## config.mk

```make
export PLATFORM = sky130hd
export DESIGN_NAME = esc_fifo
export DESIGN_NICKNAME = d
export VERILOG_FILES = /design/src/esc_pkg.sv /design/src/esc_fifo.sv
export SDC_FILE = /design/constraint.sdc
export NUM_CORES = 1
export LEC_CHECK = 0
export ABC_AREA = 1
export BUFFER_PORTS_ARGS = -buffer_cell sky130_fd_sc_hd__buf_2
export CAP_MARGIN = 25
export CORE_MARGIN = 2
export CORE_UTILIZATION = 35
export CTS_BUF_LIST = sky130_fd_sc_hd__clkbuf_4 sky130_fd_sc_hd__clkbuf_8
export DETAILED_ROUTE_END_ITERATION = 10
export PLACE_DENSITY = 0.51
export RECOVER_POWER = 25
export SLEW_MARGIN = 20
export SYNTH_ARGS = -nofsm -noshare
export SYNTH_HDL_FRONTEND = slang
export SYNTH_SLANG_ARGS = --single-unit
```

## constraint.sdc

```tcl
create_clock -name clk -period 5.6 [get_ports clk]
set_input_delay 1.12 -clock clk [delete_from_list [all_inputs] [get_ports clk]]
set_output_delay 1.12 -clock clk [all_outputs]
set_load 0.02 [all_outputs]
```

## src/esc_pkg.sv

```systemverilog
// Shared types and constants of the environmental sensor compensation core.
`default_nettype none

package esc_pkg;

    localparam int unsigned CFG_INDEX_W = 3;
    localparam int unsigned CFG_DATA_W  = 48;
    localparam int unsigned FIFO_DEPTH  = 4;
    localparam int unsigned FIFO_PTR_W  = $clog2(FIFO_DEPTH);
    localparam int unsigned DIV_STAGES  = 64;

    typedef enum logic [CFG_INDEX_W-1:0] {
        REG_TEMP     = 3'd0,
        REG_PRES_LO  = 3'd1,
        REG_PRES_MID = 3'd2,
        REG_PRES_HI  = 3'd3,
        REG_HUM_A    = 3'd4,
        REG_HUM_B    = 3'd5
    } cfg_idx_t;

    localparam logic signed [32:0] TEMP_P_OFFSET  = 33'sd128000;
    localparam logic [31:0]        TEMP_ROUND     = 32'd128;
    localparam logic signed [31:0] TEMP_MAX       = 32'sd32767;
    localparam logic signed [31:0] TEMP_MIN       = -32'sd32768;
    localparam logic [20:0]        PRES_BASE      = 21'd1048576;
    localparam logic [31:0]        PRES_SCALE     = 32'd3125;
    localparam logic [63:0]        PRES_VAR1_BIAS = 64'h0000_8000_0000_0000;
    localparam logic [31:0]        HUM_T_OFFSET   = 32'd76800;
    localparam logic signed [31:0] HUM_X_ROUND    = 32'sd16384;
    localparam logic signed [31:0] HUM_W_BIAS     = 32'sd2097152;
    localparam logic signed [31:0] HUM_Z_BIAS     = 32'sd32768;
    localparam logic signed [31:0] HUM_W_ROUND    = 32'sd8192;
    localparam logic signed [31:0] HUM_LIMIT      = 32'sd419430400;
    localparam logic [16:0]        HUM_OUT_MAX    = 17'd102400;

    typedef struct packed {
        logic [15:0] t1;
        logic [15:0] t2;
        logic [15:0] t3;
        logic [15:0] p1;
        logic [15:0] p2;
        logic [15:0] p3;
        logic [15:0] p4;
        logic [15:0] p5;
        logic [15:0] p6;
        logic [15:0] p7;
        logic [15:0] p8;
        logic [15:0] p9;
        logic [7:0]  h1;
        logic [15:0] h2;
        logic [7:0]  h3;
        logic [15:0] h4;
        logic [15:0] h5;
        logic [7:0]  h6;
    } coef_t;

    // Fine temperature and the raw pressure and humidity of one request.
    typedef struct packed {
        logic [31:0] tf;
        logic [19:0] ap;
        logic [15:0] ah;
    } tsample_t;

    typedef struct packed {
        logic        flag;
        logic [15:0] tc;
        logic [16:0] hum;
    } side_t;

    typedef struct packed {
        logic [31:0] rem;
        logic [63:0] num;
        logic [30:0] dvs;
        logic        neg;
        side_t       side;
    } div_stage_t;

endpackage

`default_nettype wire

```

## src/esc_fifo.sv

```systemverilog
// Short queue between the temperature front end and the back end.
`default_nettype none

module esc_fifo
    import esc_pkg::*;
(
    input  wire logic     clk,
    input  wire logic     rst_n,
    input  wire logic     push,
    input  wire tsample_t din,
    output logic          full,
    input  wire logic     pop,
    output tsample_t      dout,
    output logic          empty
);

    localparam logic [FIFO_PTR_W:0] FULL_CNT = FIFO_DEPTH[FIFO_PTR_W:0];

    tsample_t              mem_reg [FIFO_DEPTH];
    logic [FIFO_PTR_W-1:0] wr_ptr_reg;
    logic [FIFO_PTR_W-1:0] rd_ptr_reg;
    logic [FIFO_PTR_W:0]   cnt_reg;
    logic                  do_push;
    logic                  do_pop;

    assign full    = (cnt_reg == FULL_CNT);
    assign empty   = (cnt_reg == '0);
    assign do_push = push && !full;
    assign do_pop  = pop && !empty;
    assign dout    = mem_reg[rd_ptr_reg];

    always_ff @(posedge clk)
    begin
        if (do_push)
        begin
            mem_reg[wr_ptr_reg] <= din;
        end
    end

    always_ff @(posedge clk or negedge rst_n)
    begin
        if (!rst_n)
        begin
            wr_ptr_reg <= '0;
            rd_ptr_reg <= '0;
            cnt_reg    <= '0;
        end
        else
        begin
            if (do_push)
            begin
                wr_ptr_reg <= wr_ptr_reg + 1'b1;
            end
            if (do_pop)
            begin
                rd_ptr_reg <= rd_ptr_reg + 1'b1;
            end
            if (do_push && !do_pop)
            begin
                cnt_reg <= cnt_reg + 1'b1;
            end
            else if (do_pop && !do_push)
            begin
                cnt_reg <= cnt_reg - 1'b1;
            end
        end
    end

    assert property (@(posedge clk) disable iff (!rst_n) cnt_reg <= FULL_CNT)
        else $error("queue count exceeds its depth");

endmodule

`default_nettype wire

```

==> summary.md <==
| Metric | Value |
|---|---|
| Max-slew violations | `0` |
| Post-CTS Setup Bufs | `0` |
| Minimum setup slack after placement | `2.313 ns` |
| Final setup TNS | `0 ns` |
| Nets@finish | `1091` |
| Final period utilization | `66.76%` |
| Critical R2R Capture | `mem_reg[1][14]` |
| Vias per Instance | `4.594` |
| Final instance area | `13190 µm²` |
| Ports | `142` |
| Library cells used by synthesis | `17` |
| Setup CP Type | `reg2out` |
| Grt ovf | `0` |
| Antenna-violating nets left | `0` |
| P&R area growth vs syn | `16.33%` |
| Cell Rows | `65` |
| Unrepaired setup endpoints after global routing | `false` |
| WL per Instance | `16.04 µm` |
| R2r setup slk | `2.98 ns` |
| Crit-path max FO | `208` |
| CTS Root Cell | `clkbuf_8` |
| CTS clk-pin slew, worst paths | `0.06 ns` |
| Initial antenna violation count | `3` |
| Status | `completed` |
| Share of layout cells above drive strength 1 | `18.82%` |
| Commonest cells after routing, fill and taps aside | `edfxtp_1, nand2_1, inv_1` |
| Crit. Startpoint | `rd_ptr_reg[0]` |
| Skew-Pair Late Insertion Delay | `0.55 ns` |
| Synth top area cells | `edfxtp_1, o211ai_1, nand2_1, inv_1, buf_6` |
| Top-area cell type share of the netlist area | `72.06%` |
| Number of global-route vias before repair | `6553` |
| Min-Delay Path Depth | `2` |
| TritonCTS clock tree | `yes` |
| Highest Clock Rate | `0.2675 GHz` |
| CTS max path bufs | `3` |
| CTS buffer count | `49` |
| Syn Inst Count | `855` |
| DIE AREA | `33840 µm²` |
| Max reg flops | `272` |
| Worst Setup End Kind | `output port` |
| Sequential share of power | `39.4%` |
| Final WL | `23.26 mm` |
| P_int | `4539 µW` |
| Worst R2R Start | `cnt_reg[0]` |
| Pwr dens | `548.5 nW/µm²` |
| Synth Net Count | `933` |
| Worst-Margin Slew | `1.005 ns` |
| Hold_sp | `cnt_reg[2]` |
| Seq/Total Area, Yosys | `73.61%` |
| Die extent in x | `184.0 µm` |
| First-pass GRT wire length | `35.85 mm` |
| R2R depth | `5` |
| Skew final | `0.01409 ns` |
| Post-synth top area cell | `edfxtp_1` |
| CP Launch Type | `register` |
| Critical path arrival | `2.62 ns` |
| Initial core utilization | `35.74%` |
| Min cycle time layout | `3.739 ns` |
| Clock power frac | `25.7%` |
| DRT Pass-1 Iters | `4` |
| Switching component of the power | `2692 µW` |
| Hold Path End | `cnt_reg[2]` |
| Worst hold path class | `reg2reg` |
| GR Util All Layers | `13.92%` |
| Post-synthesis register bit count | `279` |
| 1st-iter DRT viols | `314` |
| Gpl congestion | `0.6827` |
| Synth warn | `0` |
| Post-CTS Resized | `0` |
| Relative slew slack | `32.99%` |
| DRC viols | `0` |
| CTS sink count | `279` |
| Syn Area/Cell | `13.26 µm²` |
| Sw frac | `37.23%` |
| Commonest non-fill, non-tap cell in the layout | `edfxtp_1` |
| Placed Instance Area | `12260 µm²` |
| Vias | `6662` |
| VDD IR max | `445.5 µV` |
| Req. time, crit path | `4.48 ns` |
| H-Tree Depth | `2` |
| Leakage power | `0.005266 µW` |
| Comb power frac | `35.0%` |
| Number of max-cap violations | `0` |
| Die H | `184.0 µm` |
| Core Area | `31720 µm²` |
| Worst Setup Slack, final | `1.861 ns` |
| Post-CTS Hold Buffers | `0` |
| Final setup viols | `0` |
| IO buf count | `141` |
| Dpl hpwl | `12.61 mm` |
| Final hold violation count | `0` |
| Largest net degree at the start of global routing | `209` |
| Synth Cell Area | `11330 µm²` |
| Fillers | `3008` |
-- area by class of cell --
cell class / instances / area, µm² / area share, %
antenna: 1 / 2.502 / 0.01898
multi-input combinational: 378 / 2037 / 15.45
inverter: 153 / 586.8 / 4.451
clock inverter: 10 / 98.84 / 0.7497
timing repair buffer: 152 / 734.5 / 5.570
tap: 402 / 503.0 / 3.815
sequential: 279 / 8347 / 63.30
clock buffer: 75 / 875.8 / 6.643
-- power by group through the flow --
stage	clock, µW	sequential [µW]	combinational, µW
6_report	1850	2850	2530
5_1_grt	2020	2880	2840
4_1_cts	1920	2850	2610
3_5_place_dp	0	2890	2600
3_3_place_gp	0	2880	2590
2_1_floorplan	0	2900	1910
-- critical path, cell delays in order (launching register included) --
cell	delay, ns
dfrtp_1	0.48
clkinv_8	0.47
buf_4	0.51
nand2_1	0.09
o211ai_1	0.09
nand2_1	0.14
buf_2	0.17
-- routing by layer --
layer / global-route usage, % / routed length, µm
met4: 4.576 / 482
met5: 0 / 27
met1: 17.40 / 10550
met3: 3.546 / 1288
met2: 23.61 / 10910
-- stage by stage --
stage / cells / util (%) / total power [µW] / hold WS [ns]
after detailed placement: 1364 / 38.64 / 5489 / 0.4865
after CTS: 1449 / 41.72 / 7381 / 0.3813
after global routing: 1449 / 41.56 / 7742 / 0.5364
final: 1450 / 41.57 / 7231 / 0.5020
after global placement: 1364 / 38.64 / 5473 / 0.4789
after floorplan: 855 / - / 4813 / 0.4628
-- Yosys cell counts --
| master | instances |
|---|---|
| o21ai_0 | 1 |
| buf_2 | 13 |
| ha_1 | 5 |
| buf_4 | 2 |
| nand4_1 | 1 |
| clkbuf_1 | 1 |
| nand2_1 | 222 |
| edfxtp_1 | 272 |
| buf_6 | 29 |
| o211ai_1 | 136 |
| nand3_1 | 7 |
| dfrtp_1 | 7 |
| nor2_1 | 4 |
| xnor2_1 | 1 |
| inv_2 | 2 |
| inv_1 | 151 |
| fa_1 | 1 |
-- cells by family after synthesis --
logic type | synth area share (%)
AO/OA/AOI/OAI | 9.052
XOR/XNOR | 0.07729
adder cells (fa/ha/maj) | 0.7286
buffers and inverters | 8.687
flip-flops | 73.61
AND/OR/NAND/NOR | 7.849
-- how the worst max path moves through the flow --
stage | endpoint | cells past startpoint
global placement | dout[28] | 5
global route | dout[45] | 5
detailed placement | dout[28] | 5
floorplan | mem_reg[0][0] | 2
CTS | dout[28] | 5
finish | dout[39] | 6
Note: power is estimated with default switching activity, not from simulation.
