$ cat config.mk
export PLATFORM = sky130hd
export DESIGN_NAME = esc_front
export DESIGN_NICKNAME = d
export VERILOG_FILES = /design/src/esc_pkg.sv /design/src/esc_front.sv
export SDC_FILE = /design/constraint.sdc
export NUM_CORES = 2
export LEC_CHECK = 0
export BUFFER_PORTS_ARGS = -buffer_cell sky130_fd_sc_hd__clkbuf_2
export CAP_MARGIN = 25
export CELL_PAD_IN_SITES_DETAIL_PLACEMENT = 1
export CELL_PAD_IN_SITES_GLOBAL_PLACEMENT = 1
export CORE_AREA = 3 3 291 293
export CTS_CLUSTER_DIAMETER = 60
export DETAILED_ROUTE_END_ITERATION = 10
export DIE_AREA = 0 0 294 296
export PLACE_DENSITY_LB_ADDON = 0.1
export SLEW_MARGIN = 20
export SYNTH_ARGS = -nofsm -noshare
export SYNTH_HDL_FRONTEND = slang
export SYNTH_SLANG_ARGS = --single-unit
$ cat constraint.sdc
create_clock -name clk -period 16.5 [get_ports clk]
set_input_delay 3.3 -clock clk [delete_from_list [all_inputs] [get_ports clk]]
set_output_delay 3.3 -clock clk [all_outputs]
set_load 0.1 [all_outputs]
$ cat src/esc_pkg.sv
// Shared types and constants of the environmental sensor compensation core.
`default_nettype none

package esc_pkg;

    localparam int unsigned CFG_INDEX_W = 3;
    localparam int unsigned CFG_DATA_W  = 48;
    localparam int unsigned FIFO_DEPTH  = 4;
    localparam int unsigned FIFO_PTR_W  = $clog2(FIFO_DEPTH);
    localparam int unsigned DIV_STAGES  = 64;

    typedef enum logic [CFG_INDEX_W-1:0] {
        REG_TEMP     = 3'd0,
        REG_PRES_LO  = 3'd1,
        REG_PRES_MID = 3'd2,
        REG_PRES_HI  = 3'd3,
        REG_HUM_A    = 3'd4,
        REG_HUM_B    = 3'd5
    } cfg_idx_t;

    localparam logic signed [32:0] TEMP_P_OFFSET  = 33'sd128000;
    localparam logic [31:0]        TEMP_ROUND     = 32'd128;
    localparam logic signed [31:0] TEMP_MAX       = 32'sd32767;
    localparam logic signed [31:0] TEMP_MIN       = -32'sd32768;
    localparam logic [20:0]        PRES_BASE      = 21'd1048576;
    localparam logic [31:0]        PRES_SCALE     = 32'd3125;
    localparam logic [63:0]        PRES_VAR1_BIAS = 64'h0000_8000_0000_0000;
    localparam logic [31:0]        HUM_T_OFFSET   = 32'd76800;
    localparam logic signed [31:0] HUM_X_ROUND    = 32'sd16384;
    localparam logic signed [31:0] HUM_W_BIAS     = 32'sd2097152;
    localparam logic signed [31:0] HUM_Z_BIAS     = 32'sd32768;
    localparam logic signed [31:0] HUM_W_ROUND    = 32'sd8192;
    localparam logic signed [31:0] HUM_LIMIT      = 32'sd419430400;
    localparam logic [16:0]        HUM_OUT_MAX    = 17'd102400;

    typedef struct packed {
        logic [15:0] t1;
        logic [15:0] t2;
        logic [15:0] t3;
        logic [15:0] p1;
        logic [15:0] p2;
        logic [15:0] p3;
        logic [15:0] p4;
        logic [15:0] p5;
        logic [15:0] p6;
        logic [15:0] p7;
        logic [15:0] p8;
        logic [15:0] p9;
        logic [7:0]  h1;
        logic [15:0] h2;
        logic [7:0]  h3;
        logic [15:0] h4;
        logic [15:0] h5;
        logic [7:0]  h6;
    } coef_t;

    // Fine temperature and the raw pressure and humidity of one request.
    typedef struct packed {
        logic [31:0] tf;
        logic [19:0] ap;
        logic [15:0] ah;
    } tsample_t;

    typedef struct packed {
        logic        flag;
        logic [15:0] tc;
        logic [16:0] hum;
    } side_t;

    typedef struct packed {
        logic [31:0] rem;
        logic [63:0] num;
        logic [30:0] dvs;
        logic        neg;
        side_t       side;
    } div_stage_t;

endpackage

`default_nettype wire

$ cat src/esc_front.sv
// Front end: accepts raw samples and computes the fine temperature.
`default_nettype none

module esc_front
    import esc_pkg::*;
(
    input  wire logic        clk,
    input  wire logic        rst_n,
    input  wire coef_t       coef,
    input  wire logic        push,
    output logic             full,
    input  wire logic [19:0] raw_temperature,
    input  wire logic [19:0] raw_pressure,
    input  wire logic [15:0] raw_humidity,
    output logic             q_push,
    output tsample_t         q_data,
    input  wire logic        q_full
);

    logic [3:0]         vld_reg;
    logic               en;
    logic signed [31:0] t2_x;
    logic signed [31:0] t3_x;

    logic signed [31:0] s1_reg;
    logic [31:0]        d_reg;
    logic signed [31:0] v1a_reg;
    logic signed [31:0] dd_reg;
    logic signed [31:0] v1_reg;
    logic signed [31:0] m_reg;
    logic signed [31:0] tf_reg;
    logic [19:0]        ap_reg [4];
    logic [15:0]        ah_reg [4];

    logic signed [31:0] v1_next;
    logic signed [31:0] dds_next;
    logic signed [31:0] ms_next;

    assign t2_x    = $signed({{16{coef.t2[15]}}, coef.t2});
    assign t3_x    = $signed({{16{coef.t3[15]}}, coef.t3});
    assign en      = !vld_reg[3] || !q_full;
    assign full    = !en;
    assign q_push  = vld_reg[3] && !q_full;
    assign q_data  = '{tf: tf_reg, ap: ap_reg[3], ah: ah_reg[3]};

    assign v1_next  = v1a_reg >>> 11;
    assign dds_next = dd_reg >>> 12;
    assign ms_next  = m_reg >>> 14;

    always_ff @(posedge clk)
    begin
        if (en)
        begin
            s1_reg  <= $signed({15'd0, raw_temperature[19:3]} - {15'd0, coef.t1, 1'b0});
            d_reg   <= {16'd0, raw_temperature[19:4]} - {16'd0, coef.t1};
            v1a_reg <= s1_reg * t2_x;
            dd_reg  <= $signed(d_reg * d_reg);
            v1_reg  <= v1_next;
            m_reg   <= dds_next * t3_x;
            tf_reg  <= v1_reg + ms_next;
            ap_reg[0] <= raw_pressure;
            ah_reg[0] <= raw_humidity;
            for (int i = 1; i < 4; i++)
            begin
                ap_reg[i] <= ap_reg[i-1];
                ah_reg[i] <= ah_reg[i-1];
            end
        end
    end

    always_ff @(posedge clk or negedge rst_n)
    begin
        if (!rst_n)
        begin
            vld_reg <= '0;
        end
        else if (en)
        begin
            vld_reg <= {vld_reg[2:0], push};
        end
    end

endmodule

`default_nettype wire

==> impl_metrics.csv <==
group,metric,value,unit
outcome,status,"finished, final reports clean",
run,drv_cap,0,
finish,areaGrowthSynthToFinish,7.21,%
timing,setup_viol,0,
critical_path,endpoint,"m_reg[29]",
finish,nNetsFinal,5514,
floorplanning,io_pins,394,
yosys,yosys-top-cells-area,"fa_1, edfxtp_1, ha_1",
drt,drt_first_pass_iters,4,
place,gp_congestion,0.844,
drt,via_per_inst,5.09,
yosys,ys_ff_latch,268,
clocking,path_clk_slew,60,ps
yosys,synth_cells,3898,
yosys,synth_top_area_share,0.419,
yosys,yosysSeqAreaShare,0.195,
timing,slew_violations,0,
yosys,synthTopCellsByCount,"inv_1, fa_1, nand2_1, ha_1, and2_1",
floorplanning,die_area,87000,µm²
critical_path,crit_fanout,20,
timing,rsz0062_at_grt,"false",
timing,max_freq,103,MHz
global_route,antenna_found_initial,4,
timing,final_hold_viol_count,0,
yosys,synth.most_common_cell,"inv_1",
drt,wl_met1,42.2,mm
yosys,synth.avg_cell_area,10.5,µm²
critical_path,crit_path_start_kind,"primary input",
finish,final_area,44000,µm²
yosys,yosysWarnings,0,
timing,slew_headroom,0.390,
yosys,ys_async_sr_fraction,0.0149,
timing,finalCritPeriodShare,0.587,
clocking,cts_buffer_depth,3,
drt,wl_met3,3.62,mm
global_route,grt_pass1_vias,30200,
clocking,clk_latency,570,ps
finish,drive_gt1_frac,0.0687,
yosys,synthesis.area,41100,µm²
global_route,grt_usage,0.242,
critical_path,crit_type,"primary input to flop",
yosys,synth-edff-count,264,
drt,drc,0,
timing,finalClockSkew,34.4,ps
critical_path,cp-startpoint,"coef[217]",
floorplanning,core_area,82100,µm²
floorplanning,fp.dieH,296,µm
floorplanning,start_util,0.500,
clocking,cts_root_buffer,"clkbuf_16",
hold_path,hold_path.class,"flop to flop",
timing,final.min_clock_period,9690,ps
clocking,cts_tree,"done",
hold_path,hold_path.startpoint,"v1a_reg[18]",
clocking,cts_max_level,2,
finish,utilization,0.536,
timing,hold-worst-slack,406,ps
critical_path,crit_path_end_kind,"flop",
clocking,cts_hold_buf,0,
critical_path,worst_r2r_endpoint,"dd_reg[31]",
place,place_hpwl,79.4,mm
timing,tns,0,ps
clocking,cts_sinks,268,
floorplanning,num_rows,105,
floorplanning,die_w,294,µm
drt,route.antenna.remaining_nets,0,
timing,tightest_slew,915,ps
critical_path,crit_arrival,10000,ps
critical_path,ff2ff_setup_slack,8490,ps
yosys,synthFlopType,"edfxtp_1",
drt,vias,25900,
clocking,cts_made_buffers,34,
place,dpl_cell_area,43000,µm²
place,numPortBuffers,174,
drt,top_layer_used,"met4",
global_route,grt_pass1_wl,163,mm
drt,wirelength,99.0,mm
critical_path,required,16810,ps
yosys,yosys.area.top_type,"fa_1",
global_route,overflow,0,
drt,drtIter0Drc,1044,
critical_path,r2r_cells,22,
finish,largest_reg_flops,80,
clocking,post_cts_buffers,0,
clocking,ctsResizeCount,0,
drt,wire_per_inst,19.4,µm
drt,wl_met2,50.5,mm
yosys,synthesis.nets,5416,
global_route,grt_max_degree,66,
critical_path,r2r_start,"s1_reg[30]",
yosys,netlist-cell-type-count,64,
-- cell usage in the layout (no fill, tap or decap), drive strengths merged, types with 10 or more instances in the layout --
master / Yosys / final
nor3: 19 / 19
xor2: 33 / 33
a21oi: 41 / 41
nor2b: 14 / 14
nand2b: 29 / 29
or3: 10 / 10
a211oi: 11 / 11
o21a: 28 / 28
a21o: 28 / 28
inv: 992 / 999
clkinv: 2 / 13
and3: 13 / 13
o21ai: 30 / 30
nor2: 93 / 93
edfxtp: 264 / 264
ha: 334 / 334
fa: 860 / 860
clkbuf: 132 / 213
xnor2: 123 / 123
buf: 12 / 32
nand2: 430 / 430
and2: 305 / 305
nand3: 17 / 17
-- metrics by stage --
stage          setup WS (ps)  std cells
5_1_grt                 6440       5089
6_report                6810       5090
2_1_floorplan           1450       3898
3_3_place_gp            6110       5029
4_1_cts                 6670       5089
3_5_place_dp            6070       5030
-- cell type report --
| class | instances | area, µm² |
|---|---|---|
| fill | 8976 | 38100 |
| multi-input combinational | 2492 | 28700 |
| sequential | 268 | 8030 |
| inverter | 994 | 3730 |
| tap | 1070 | 1340 |
| timing repair buffer | 206 | 1130 |
| clock buffer | 39 | 870 |
| clock inverter | 20 | 190 |
| antenna | 1 | 2.50 |
-- layer usage --
metal  GRT usage  vias up
li1            -    11800
met4      0.0621        0
met2       0.431      390
met5           0        -
met1       0.315    13700
met3      0.0303      109
-- worst min-delay path by stage --
stage	to	slack [ps]	cells after the start
2_1_floorplan	ah_reg[1][0]	400	0
3_5_place_dp	ah_reg[1][7]	410	0
3_3_place_gp	ah_reg[3][5]	400	0
4_1_cts	v1_reg[7]	390	0
6_report	v1_reg[7]	410	0
5_1_grt	v1_reg[7]	410	0
-- cell families after synthesis --
family,Yosys count,synth area share
adders and majority gates,1195,0.521
buffers and inverters,1138,0.105
and+or+nand+nor,953,0.113
DFF,268,0.195
AOI/OAI and AO/OA,184,0.0313
xor gates and xnor gates,156,0.0333
muxes,4,0.00107
-- worst max-delay path: stages --
cell and delay [ps]:
clkbuf_2 460, nand2_1 160, fa_1 550, inv_1 50, fa_1 530, inv_1 60, fa_1 480, fa_1 550
inv_1 60, fa_1 490, inv_1 60, fa_1 490, inv_1 40, ha_1 280, o211ai_1 180, nor2_1 80
a221oi_1 770, a21oi_1 250, o22a_1 310, a21o_1 250, a211oi_2 290, o21bai_1 120, xor2_1 150
Power is left out: the tool's default activity adds up to more than one toggle a clock period on the data nets, which glitch-free logic cannot reach.
